[config.mk]
export PLATFORM = sky130hd
export DESIGN_NAME = sensor_trigger_to_midi_note
export DESIGN_NICKNAME = d
export VERILOG_FILES = /design/src/sv/stm_pkg.sv /design/src/sv/stm_ctrl.sv /design/src/sv/stm_dp.sv /design/src/sv/sensor_trigger_to_midi_note.sv
export SDC_FILE = /design/constraint.sdc
export NUM_CORES = 1
export LEC_CHECK = 0
export ABC_CLOCK_PERIOD_IN_PS = 8000
export BUFFER_PORTS_ARGS = -buffer_cell sky130_fd_sc_hd__buf_2
export CAP_MARGIN = 0
export CORE_ASPECT_RATIO = 0.5
export CORE_MARGIN = 2
export CORE_UTILIZATION = 45
export CTS_CLUSTER_DIAMETER = 150
export DETAILED_ROUTE_END_ITERATION = 8
export PLACE_DENSITY = 0.73
export SYNTH_ARGS = -nofsm -noshare
export SYNTH_HDL_FRONTEND = slang
export SYNTH_SLANG_ARGS = --single-unit
[constraint.sdc]
create_clock -name clk -period 8 [get_ports clk]
set_clock_uncertainty 0.1 [all_clocks]
set_input_delay 0.4 -clock clk [delete_from_list [all_inputs] [get_ports clk]]
set_output_delay 0.4 -clock clk [all_outputs]
set_load 0.05 [all_outputs]
[src/sv/stm_pkg.sv]
// Shared types, register map and reset values of the sensor trigger to MIDI note block.
// No dependencies; used by every other file by scoped names.
`timescale 1ns / 1ps
`default_nettype none
package stm_pkg;

  // Default widths of the sample and tick timer
  localparam int SAMPLE_BITS_DEF = 10;
  localparam int TIMER_BITS_DEF  = 16;

  // Configuration port
  localparam int CFG_INDEX_W = 3;
  localparam int CFG_DATA_W  = 16;

  // Register widths
  localparam int INTERVAL_W = 16;
  localparam int THRESH_W   = 10;
  localparam int WINDOW_W   = 8;
  localparam int NOTE_W     = 7;
  localparam int CHAN_W     = 5;
  localparam int VEL_W      = 7;

  localparam int OUT_TDATA_W = 24;

  // Reset values of the registers
  localparam logic [INTERVAL_W-1:0] SAMPLE_INTERVAL_RST = 16'd350;
  localparam logic [THRESH_W-1:0]   ON_THRESHOLD_RST    = 10'd38;
  localparam logic [THRESH_W-1:0]   OFF_THRESHOLD_RST   = 10'd16;
  localparam logic [THRESH_W-1:0]   FULL_SCALE_RST      = 10'd775;
  localparam logic [INTERVAL_W-1:0] HOLDOFF_DELAY_RST   = 16'd1000;
  localparam logic [WINDOW_W-1:0]   WINDOW_LENGTH_RST   = 8'd10;
  localparam logic [NOTE_W-1:0]     NOTE_PITCH_RST      = 7'd60;
  localparam logic [CHAN_W-1:0]     CHAN_NUM_RST        = 5'd1;

  localparam logic [VEL_W-1:0]    VEL_MAX   = 7'd127;
  localparam logic [WINDOW_W-1:0] COUNT_MAX = 8'd255;

  typedef enum logic [CFG_INDEX_W-1:0] {
    REG_SAMPLE_INTERVAL = 3'd0,
    REG_ON_THRESHOLD    = 3'd1,
    REG_OFF_THRESHOLD   = 3'd2,
    REG_FULL_SCALE      = 3'd3,
    REG_HOLDOFF_DELAY   = 3'd4,
    REG_WINDOW_LENGTH   = 3'd5,
    REG_NOTE_PITCH      = 3'd6,
    REG_CHAN_NUM        = 3'd7
  } reg_index_t;

  typedef enum logic [1:0] {
    PH_IDLE  = 2'd0,
    PH_SOUND = 2'd1,
    PH_HOLD  = 2'd2
  } phase_t;

  typedef enum logic {
    EV_NOTE_ON  = 1'b0,
    EV_NOTE_OFF = 1'b1
  } event_kind_t;

  typedef enum logic [1:0] {
    ST_READY = 2'd0,
    ST_DIV   = 2'd1,
    ST_PUT   = 2'd2
  } ctrl_state_t;

  // Controller to datapath
  typedef struct packed {
    logic tick_en;
    logic div_step;
    logic load_out;
  } ctrl_cmd_t;

  // Datapath to controller
  typedef struct packed {
    logic ev_on;
    logic ev_off;
    logic div_last;
    logic out_free;
  } dp_stat_t;

endpackage
`default_nettype wire

[src/sv/stm_ctrl.sv]
// Sequencing controller: accept a tick, run the velocity division, load the result item.
// Depends on stm_pkg.
`timescale 1ns / 1ps
`default_nettype none
module stm_ctrl (
  input  wire               clk,
  input  wire               rst,
  input  wire               in_valid,
  output logic              in_ready,
  input  stm_pkg::dp_stat_t stat,
  output stm_pkg::ctrl_cmd_t cmd,
  output stm_pkg::ctrl_state_t state
);

  stm_pkg::ctrl_state_t state_next;

  always_ff @(posedge clk) begin
    if (rst) begin
      state <= stm_pkg::ST_READY;
    end else begin
      state <= state_next;
    end
  end

  always_comb begin
    state_next = state;
    cmd        = '0;
    in_ready   = 1'b0;
    unique case (state)
      stm_pkg::ST_READY: begin
        in_ready = 1'b1;
        if (in_valid) begin
          cmd.tick_en = 1'b1;
          if (stat.ev_on) begin
            state_next = stm_pkg::ST_DIV;
          end else if (stat.ev_off) begin
            state_next = stm_pkg::ST_PUT;
          end
        end
      end
      stm_pkg::ST_DIV: begin
        cmd.div_step = 1'b1;
        if (stat.div_last) begin
          state_next = stm_pkg::ST_PUT;
        end
      end
      stm_pkg::ST_PUT: begin
        // wait for the output register to free up
        if (stat.out_free) begin
          cmd.load_out = 1'b1;
          state_next   = stm_pkg::ST_READY;
        end
      end
      default: begin
        state_next = stm_pkg::ST_READY;
      end
    endcase
  end

endmodule
`default_nettype wire

[src/sv/stm_dp.sv]
// Datapath: configuration registers, tick timer, phase, window peak, serial velocity
// divider and output register. Depends on stm_pkg.
`timescale 1ns / 1ps
`default_nettype none
module stm_dp #(
  parameter int SAMPLE_BITS = stm_pkg::SAMPLE_BITS_DEF,
  parameter int TIMER_BITS  = stm_pkg::TIMER_BITS_DEF
) (
  input  wire                               clk,
  input  wire                               rst,
  input  wire                               cfg_we,
  input  wire  [stm_pkg::CFG_INDEX_W-1:0]   cfg_index,
  input  wire  [stm_pkg::CFG_DATA_W-1:0]    cfg_data,
  input  wire  [SAMPLE_BITS-1:0]            sample,
  input  stm_pkg::ctrl_cmd_t                cmd,
  output stm_pkg::dp_stat_t                 stat,
  input  wire                               out_ready,
  output logic                              out_valid,
  output logic                              out_kind,
  output logic [stm_pkg::NOTE_W-1:0]        out_note,
  output logic [stm_pkg::VEL_W-1:0]         out_vel,
  output logic [stm_pkg::CHAN_W-1:0]        out_chan
);

  localparam int TCW = (TIMER_BITS > stm_pkg::INTERVAL_W) ? TIMER_BITS : stm_pkg::INTERVAL_W;
  localparam int SCW = (SAMPLE_BITS > stm_pkg::THRESH_W) ? SAMPLE_BITS : stm_pkg::THRESH_W;
  localparam int DW  = SAMPLE_BITS + stm_pkg::VEL_W;
  localparam int FSW = stm_pkg::THRESH_W + stm_pkg::VEL_W;
  localparam int QW  = (DW > FSW) ? DW : FSW;
  localparam int SIW = $clog2(stm_pkg::VEL_W);

  // configuration registers
  logic [stm_pkg::INTERVAL_W-1:0] sample_interval;
  logic [stm_pkg::THRESH_W-1:0]   on_threshold;
  logic [stm_pkg::THRESH_W-1:0]   off_threshold;
  logic [stm_pkg::THRESH_W-1:0]   full_scale;
  logic [stm_pkg::INTERVAL_W-1:0] holdoff_delay;
  logic [stm_pkg::WINDOW_W-1:0]   window_length;
  logic [stm_pkg::NOTE_W-1:0]     note_pitch;
  logic [stm_pkg::CHAN_W-1:0]     chan_num;

  always_ff @(posedge clk) begin
    if (rst) begin
      sample_interval <= stm_pkg::SAMPLE_INTERVAL_RST;
      on_threshold    <= stm_pkg::ON_THRESHOLD_RST;
      off_threshold   <= stm_pkg::OFF_THRESHOLD_RST;
      full_scale      <= stm_pkg::FULL_SCALE_RST;
      holdoff_delay   <= stm_pkg::HOLDOFF_DELAY_RST;
      window_length   <= stm_pkg::WINDOW_LENGTH_RST;
      note_pitch      <= stm_pkg::NOTE_PITCH_RST;
      chan_num        <= stm_pkg::CHAN_NUM_RST;
    end else if (cfg_we) begin
      unique case (stm_pkg::reg_index_t'(cfg_index))
        stm_pkg::REG_SAMPLE_INTERVAL: sample_interval <= cfg_data[stm_pkg::INTERVAL_W-1:0];
        stm_pkg::REG_ON_THRESHOLD:    on_threshold    <= cfg_data[stm_pkg::THRESH_W-1:0];
        stm_pkg::REG_OFF_THRESHOLD:   off_threshold   <= cfg_data[stm_pkg::THRESH_W-1:0];
        stm_pkg::REG_FULL_SCALE:      full_scale      <= cfg_data[stm_pkg::THRESH_W-1:0];
        stm_pkg::REG_HOLDOFF_DELAY:   holdoff_delay   <= cfg_data[stm_pkg::INTERVAL_W-1:0];
        stm_pkg::REG_WINDOW_LENGTH:   window_length   <= cfg_data[stm_pkg::WINDOW_W-1:0];
        stm_pkg::REG_NOTE_PITCH:      note_pitch      <= cfg_data[stm_pkg::NOTE_W-1:0];
        stm_pkg::REG_CHAN_NUM:        chan_num        <= cfg_data[stm_pkg::CHAN_W-1:0];
        default: ;
      endcase
    end
  end

  // tick state
  stm_pkg::phase_t               phase, phase_next;
  logic [TIMER_BITS-1:0]         tick_timer, tick_timer_next, timer_inc;
  logic [SAMPLE_BITS-1:0]        window_peak, window_peak_next, peak_fold;
  logic [stm_pkg::WINDOW_W-1:0]  window_count, window_count_next, count_inc;
  logic                          due, ev_on, ev_off;

  always_comb begin
    timer_inc = (&tick_timer) ? tick_timer : tick_timer + 1'b1;
    due       = TCW'(timer_inc) >= TCW'(sample_interval);
    count_inc = (window_count < stm_pkg::COUNT_MAX) ? window_count + 1'b1 : window_count;
    peak_fold = (sample > window_peak) ? sample : window_peak;

    phase_next        = phase;
    tick_timer_next   = timer_inc;
    window_peak_next  = window_peak;
    window_count_next = window_count;
    ev_on             = 1'b0;
    ev_off            = 1'b0;

    unique case (phase)
      stm_pkg::PH_SOUND: begin
        if (due) begin
          tick_timer_next = '0;
          if (count_inc >= window_length) begin
            window_count_next = '0;
            window_peak_next  = '0;
            if (SCW'(peak_fold) <= SCW'(off_threshold)) begin
              phase_next = stm_pkg::PH_HOLD;
              ev_off     = 1'b1;
            end
          end else begin
            window_count_next = count_inc;
            window_peak_next  = peak_fold;
          end
        end
      end
      stm_pkg::PH_HOLD: begin
        if (TCW'(timer_inc) >= TCW'(holdoff_delay)) begin
          phase_next = stm_pkg::PH_IDLE;
        end
      end
      default: begin
        // idle, and any unused code behaves as idle
        phase_next = stm_pkg::PH_IDLE;
        if (due) begin
          tick_timer_next = '0;
          if (SCW'(sample) >= SCW'(on_threshold)) begin
            phase_next        = stm_pkg::PH_SOUND;
            window_count_next = stm_pkg::WINDOW_W'(1);
            window_peak_next  = '0;
            ev_on             = 1'b1;
          end
        end
      end
    endcase
  end

  always_ff @(posedge clk) begin
    if (rst) begin
      phase        <= stm_pkg::PH_IDLE;
      tick_timer   <= '0;
      window_peak  <= '0;
      window_count <= '0;
    end else if (cmd.tick_en) begin
      phase        <= phase_next;
      tick_timer   <= tick_timer_next;
      window_peak  <= window_peak_next;
      window_count <= window_count_next;
    end
  end

  // velocity = min(127, sample*127/full_scale), restoring division one bit a cycle
  logic [DW-1:0]            product;
  logic [QW-1:0]            fs_top, div_rem, div_sub;
  logic                     sat, div_hit;
  logic [stm_pkg::VEL_W-1:0] quot;
  logic [SIW-1:0]           step_idx;
  logic                     ev_kind;

  always_comb begin
    product = {sample, stm_pkg::VEL_W'(0)} - DW'(sample);
    fs_top  = QW'({full_scale, stm_pkg::VEL_W'(0)});
    sat     = QW'(product) >= fs_top;
    div_sub = QW'(full_scale) << step_idx;
    div_hit = div_rem >= div_sub;
  end

  always_ff @(posedge clk) begin
    if (cmd.tick_en) begin
      ev_kind  <= ev_off;
      step_idx <= SIW'(stm_pkg::VEL_W - 1);
      if (sat) begin
        quot    <= stm_pkg::VEL_MAX;
        div_rem <= '0;
      end else begin
        quot    <= '0;
        div_rem <= QW'(product);
      end
    end else if (cmd.div_step) begin
      if (div_hit) begin
        quot[step_idx] <= 1'b1;
        div_rem        <= div_rem - div_sub;
      end
      step_idx <= step_idx - 1'b1;
    end
  end

  // output register
  always_ff @(posedge clk) begin
    if (rst) begin
      out_valid <= 1'b0;
    end else if (cmd.load_out) begin
      out_valid <= 1'b1;
    end else if (out_ready) begin
      out_valid <= 1'b0;
    end
  end

  always_ff @(posedge clk) begin
    if (cmd.load_out) begin
      out_kind <= ev_kind;
      out_note <= note_pitch;
      out_vel  <= (ev_kind == stm_pkg::EV_NOTE_OFF) ? '0 : quot;
      out_chan <= chan_num;
    end
  end

  always_comb begin
    stat.ev_on    = ev_on;
    stat.ev_off   = ev_off;
    stat.div_last = (step_idx == '0);
    stat.out_free = !out_valid || out_ready;
  end

endmodule
`default_nettype wire

[src/sv/sensor_trigger_to_midi_note.sv]
// Top level of the sensor trigger to MIDI note block: stream ports and assertions.
// Depends on stm_pkg, stm_ctrl and stm_dp.
`timescale 1ns / 1ps
`default_nettype none
// Each input item is one microsecond tick carrying the current converter sample. A
// saturating tick timer decides when the sensor is sampled; while idle a sample at or above
// on_threshold sends note on with velocity min(127, sample*127/full_scale), while sounding the
// peak of each window of samples is kept and a window peak at or below off_threshold sends
// note off, after which holdoff_delay ticks pass before the block rearms. A tick that sends
// nothing is taken in the ready state alone; a note-off tick then passes the put state, which
// loads the output register; a note-on tick first runs a restoring divider one quotient bit
// per cycle in the divide state, then the put state, before the next item is taken.
// Results sit in an output register, so ticks keep flowing while a result waits; only a
// second result stalls input, in its load cycle, until the first one is taken.
// Configuration is a plain write port (index per register list, no read-back).
module sensor_trigger_to_midi_note #(
  parameter int SAMPLE_BITS = stm_pkg::SAMPLE_BITS_DEF,
  parameter int TIMER_BITS  = stm_pkg::TIMER_BITS_DEF
) (
  input  wire                                clk,
  input  wire                                rst,
  // configuration write port
  input  wire                                cfg_we,
  input  wire  [stm_pkg::CFG_INDEX_W-1:0]    cfg_index,
  input  wire  [stm_pkg::CFG_DATA_W-1:0]     cfg_data,
  // tick stream
  input  wire                                s_axis_tvalid,
  output logic                               s_axis_tready,
  input  wire  [((SAMPLE_BITS+7)/8)*8-1:0]   s_axis_tdata,   // adc_sample
  // MIDI event stream
  output logic                               m_axis_tvalid,
  input  wire                                m_axis_tready,
  output logic [stm_pkg::OUT_TDATA_W-1:0]    m_axis_tdata,   // note_number, note_velocity,
                                                             // channel_number, zero fill
  output logic                               m_axis_tuser    // event_kind
);

  stm_pkg::ctrl_cmd_t   cmd;
  stm_pkg::dp_stat_t    stat;
  stm_pkg::ctrl_state_t ctrl_state;

  logic                         ev_kind;
  logic [stm_pkg::NOTE_W-1:0]   ev_note;
  logic [stm_pkg::VEL_W-1:0]    ev_vel;
  logic [stm_pkg::CHAN_W-1:0]   ev_chan;

  stm_ctrl u_ctrl (
    .clk      (clk),
    .rst      (rst),
    .in_valid (s_axis_tvalid),
    .in_ready (s_axis_tready),
    .stat     (stat),
    .cmd      (cmd),
    .state    (ctrl_state)
  );

  stm_dp #(
    .SAMPLE_BITS (SAMPLE_BITS),
    .TIMER_BITS  (TIMER_BITS)
  ) u_dp (
    .clk       (clk),
    .rst       (rst),
    .cfg_we    (cfg_we),
    .cfg_index (cfg_index),
    .cfg_data  (cfg_data),
    .sample    (s_axis_tdata[SAMPLE_BITS-1:0]),
    .cmd       (cmd),
    .stat      (stat),
    .out_ready (m_axis_tready),
    .out_valid (m_axis_tvalid),
    .out_kind  (ev_kind),
    .out_note  (ev_note),
    .out_vel   (ev_vel),
    .out_chan  (ev_chan)
  );

  // pack the event fields from the lowest bit up, zero fill to whole bytes
  assign m_axis_tdata = stm_pkg::OUT_TDATA_W'({ev_chan, ev_vel, ev_note});
  assign m_axis_tuser = ev_kind;

  // no new tick is taken while the divider is busy
  a_busy_no_ready : assert property (@(posedge clk) disable iff (rst)
    (ctrl_state == stm_pkg::ST_DIV) |-> !s_axis_tready)
    else $error("tick taken while the velocity divider is busy");

  // a note-on tick starts the divider in the next cycle
  a_on_starts_div : assert property (@(posedge clk) disable iff (rst)
    (s_axis_tvalid && s_axis_tready && stat.ev_on) |=> (ctrl_state == stm_pkg::ST_DIV))
    else $error("note on did not start the divider");

  // note off always carries zero velocity
  a_off_zero_vel : assert property (@(posedge clk) disable iff (rst)
    (m_axis_tvalid && m_axis_tuser) |-> (ev_vel == '0))
    else $error("note off with nonzero velocity");

endmodule
`default_nettype wire
==> flow_summary.ini <==
[run_status]
status = finished clean

[yosys]
ys_top_cells_by_area = dfxtp_1 (24%), edfxtp_1 (13%), ha_1 (13%)
synth-main-ff-cell = dfxtp_1
synth_top_area_share = 0.240
ys_warn_count = 0
synth-async-reset-ratio = 0
ys_types = 74
synth_edf_count = 45
seq_area_frac_synth = 0.370
syn_area_um2 = 10400
synth-seq-cells = 169
yosys.area.top_type = dfxtp_1
synthCells = 1207
postSynthAreaPerCell_um2 = 8.58

[finish]
diodes = 0
fillers = 2090
area_delta_synth_final_pct = 9.98
final_cell_mix = nand2_1 (211), dfxtp_1 (124), ha_1 (108), a21oi_1 (101), inv_1 (100)
nNetsFinal = 1382
final_area_um2 = 11400
mostFrequentLayoutCell = nand2_1
drive_gt1_frac = 0.0955

[timing]
worstMarginPinSlew_ps = 1240
drv_slew = 0
period_minus_slack_ps = 4860
timing.fmax_mhz = 206
rsz0062_at_grt = false
slew_headroom = 0.176
finalCritPeriodShare = 0.608
final.setup.tns_ps = 0
hold_viol = 0
finalSetupViolCount = 0

[power]
clkPwrFrac = 0.386
p_switching_uw = 578
p_total_uw = 2010
sw_frac_of_total = 0.287
seq_power_share = 0.459
ir_drop_uv = 130
power_density_nw_per_um2 = 177
cellLeakagePower_uw = 0.00459
p_int_uw = 1440
power.share.combinational = 0.155

[placement]
finalWeightedCongestion = 0.909
dp_hpwl_um = 18600
port_buffers = 55
placed_area_um2 = 10800

[routing]
wl_met3_um = 1300
drt_iter0_drc = 609
wl_met1_um = 11500
wl_per_cell_um = 16.3
top_layer_used = met4
num_vias = 8722
ant_nets = 0
via_per_inst = 5.62
totalWireLength_um = 25300
dr.pass1.iters = 5
wl_met2_um = 11800
route.detailed.drc = 0

[critical_path]
endpoint_kind = flop
worstSetupPathType = reg -> reg
cp_slowest_cell = o21ai_2
worstPathMaxFanout = 24
r2r_start = u_dp.step_idx[0]
reg2reg_to = u_dp.div_rem[2]
path_cells = clkinv_1 -> o21ai_0 -> mux2i_1 -> ha_1 -> nand2_1 -> o21ai_0 -> o22ai_1 -> o31ai_1 -> o21a_1 -> a2111oi_0 -> o21ai_2
rr_worst_depth = 11
rrSetupSlack_ps = 3140
critical_path_required_ps = 7950
crit_path_max_incr_delay_ps = 960
crit_top_cell = o21ai_0
critical_path_arrival_ps = 4820
startpoint_type = flop

[global_route]
grt_max_degree = 67
grt_pass1_vias = 8286
grt_pass1_wl_um = 41200
track_usage = 0.213
antenna_found_initial = 0
grt_overflow = 0

[worst_hold_path]
hp-start = cfg_data[13]
hold_path.class = in -> reg
min_to = u_dp.holdoff_delay[13]
whs_path_depth = 3

[cts]
ctsResizeCount = 0
cts_post_setup_buffers_inserted = 0
clock-sinks = 169
h-tree-depth = 4
clockBufferDepth = 2
cts_tree = done
cts-buffers-inserted = 17
ctsHoldBuffers = 0
cts-root-buf = clkbuf_16
clk_pin_slew_ps = 70
clk_latency_ps = 440

[die]
chipWidth_um = 219
core_um2 = 22700
start_util = 0.456
io_pins = 67
rows = 39
die-height_um = 111
dieArea_um2 = 24300

[run]
maxCapViolations = 0
==> flip-flops by register name, indices dropped and copies added, names as in the netlist, 2 cells and up <==
name and flops:
u_dp.window_length 8, u_dp.phase 2, u_dp.window_peak 10, u_dp.out_vel 7, u_dp.quot 7, u_dp.window_count 8, u_dp.full_scale 10, u_dp.div_rem 17
u_dp.out_chan 5, u_ctrl.state 2, u_dp.sample_interval 16, u_dp.off_threshold 10, u_dp.out_note 7, u_dp.on_threshold 10, u_dp.chan_num 5, u_dp.tick_timer 16
u_dp.step_idx 3, u_dp.holdoff_delay 16, u_dp.note_pitch 7
==> worst max-delay path: cells and delay by family (launching register included) <==
family,cells,cell delay (ps)
compound gates,7,2550
fa+ha+maj,1,400
buf+inv,1,450
flops,1,760
mux,1,150
simple gates,1,70
==> Yosys cell counts, types with 3 or more instances <==
library cell    n
and2_1          3
mux2_2          4
a22o_1         17
ha_1          108
a31oi_1         8
or3_1           4
nand2b_1       12
and3_1         13
a41o_1          3
clkbuf_1       44
inv_1         100
nand3_1        28
o32ai_1         7
nor4_1          5
edfxtp_1       45
nor3_1         15
a21oi_1       101
dfxtp_1       124
nor2_1         59
buf_4           5
nand4_1        15
nor2b_1        23
buf_1           4
nand2_1       211
buf_2           5
xnor2_1        26
a211oi_1       10
o21ai_0        41
or2_2           6
o21a_1          5
a21o_1         14
o211ai_1       25
xor2_1         15
o22ai_1         6
mux4_2          5
a2111oi_0       5
o31ai_1         3
mux2i_1        36
==> kinds of logic after synthesis <==
group | count (synthesis) | synth area share
AO/OA/AOI/OAI | 274 | 0.172
multiplexers | 45 | 0.0500
buffers and inverters | 161 | 0.0615
AND/OR/NAND/NOR | 407 | 0.179
XOR/XNOR | 41 | 0.0347
adder cells (fa/ha/maj) | 109 | 0.132
flip-flops | 169 | 0.370
other | 1 | 0.000362
==> power by group through the flow <==
stage                     Combinational (uW)  Clock (uW)  Sequential [uW]
after detailed placement                 307           0              944
after global placement                   295           0              943
final                                    312         777              925
after global routing                     349         823              928
after floorplan                          232           0              939
after CTS                                309         789              925
==> final cells by class <==
| class | count | area (um2) | area share |
|---|---|---|---|
| clock buffer | 18 | 429 | 0.0377 |
| multi-input combinational | 881 | 5910 | 0.519 |
| clock inverter | 14 | 115 | 0.0101 |
| timing repair buffer | 62 | 328 | 0.0288 |
| sequential | 169 | 3830 | 0.337 |
| tap | 307 | 384 | 0.0337 |
| inverter | 102 | 383 | 0.0336 |
==> through the flow <==
step / utilization / hold WS (ps) / worst slack [ps] / instances
final: 0.502 / 115 / 3140 / 1553
after detailed placement: 0.478 / 318 / 3120 / 1521
after global placement: 0.478 / 312 / 3240 / 1521
after global routing: 0.502 / 118 / 2580 / 1553
after floorplan: - / 308 / 3600 / 1211
after CTS: 0.502 / 97.3 / 3130 / 1553
==> per-layer routing <==
layer,up-vias,track usage
met5,-,0
met4,0,0.0925
met3,54,0.0351
met2,236,0.350
met1,4127,0.277
li1,4305,-
==> how the worst max path moves through the flow <==
stage	from	end	slack (ps)	cells past startpoint
after global placement	u_dp.step_idx[0]	u_dp.div_rem[2]	3240	12
after global routing	u_dp.step_idx[0]	u_dp.div_rem[11]	2580	11
after detailed placement	u_dp.step_idx[0]	u_dp.div_rem[2]	3120	12
final	u_dp.step_idx[0]	u_dp.div_rem[2]	3140	11
after floorplan	u_dp.step_idx[0]	u_dp.div_rem[0]	3600	13
after CTS	u_dp.step_idx[0]	u_dp.div_rem[2]	3130	12
Note: power is estimated with default switching activity, not from simulation.
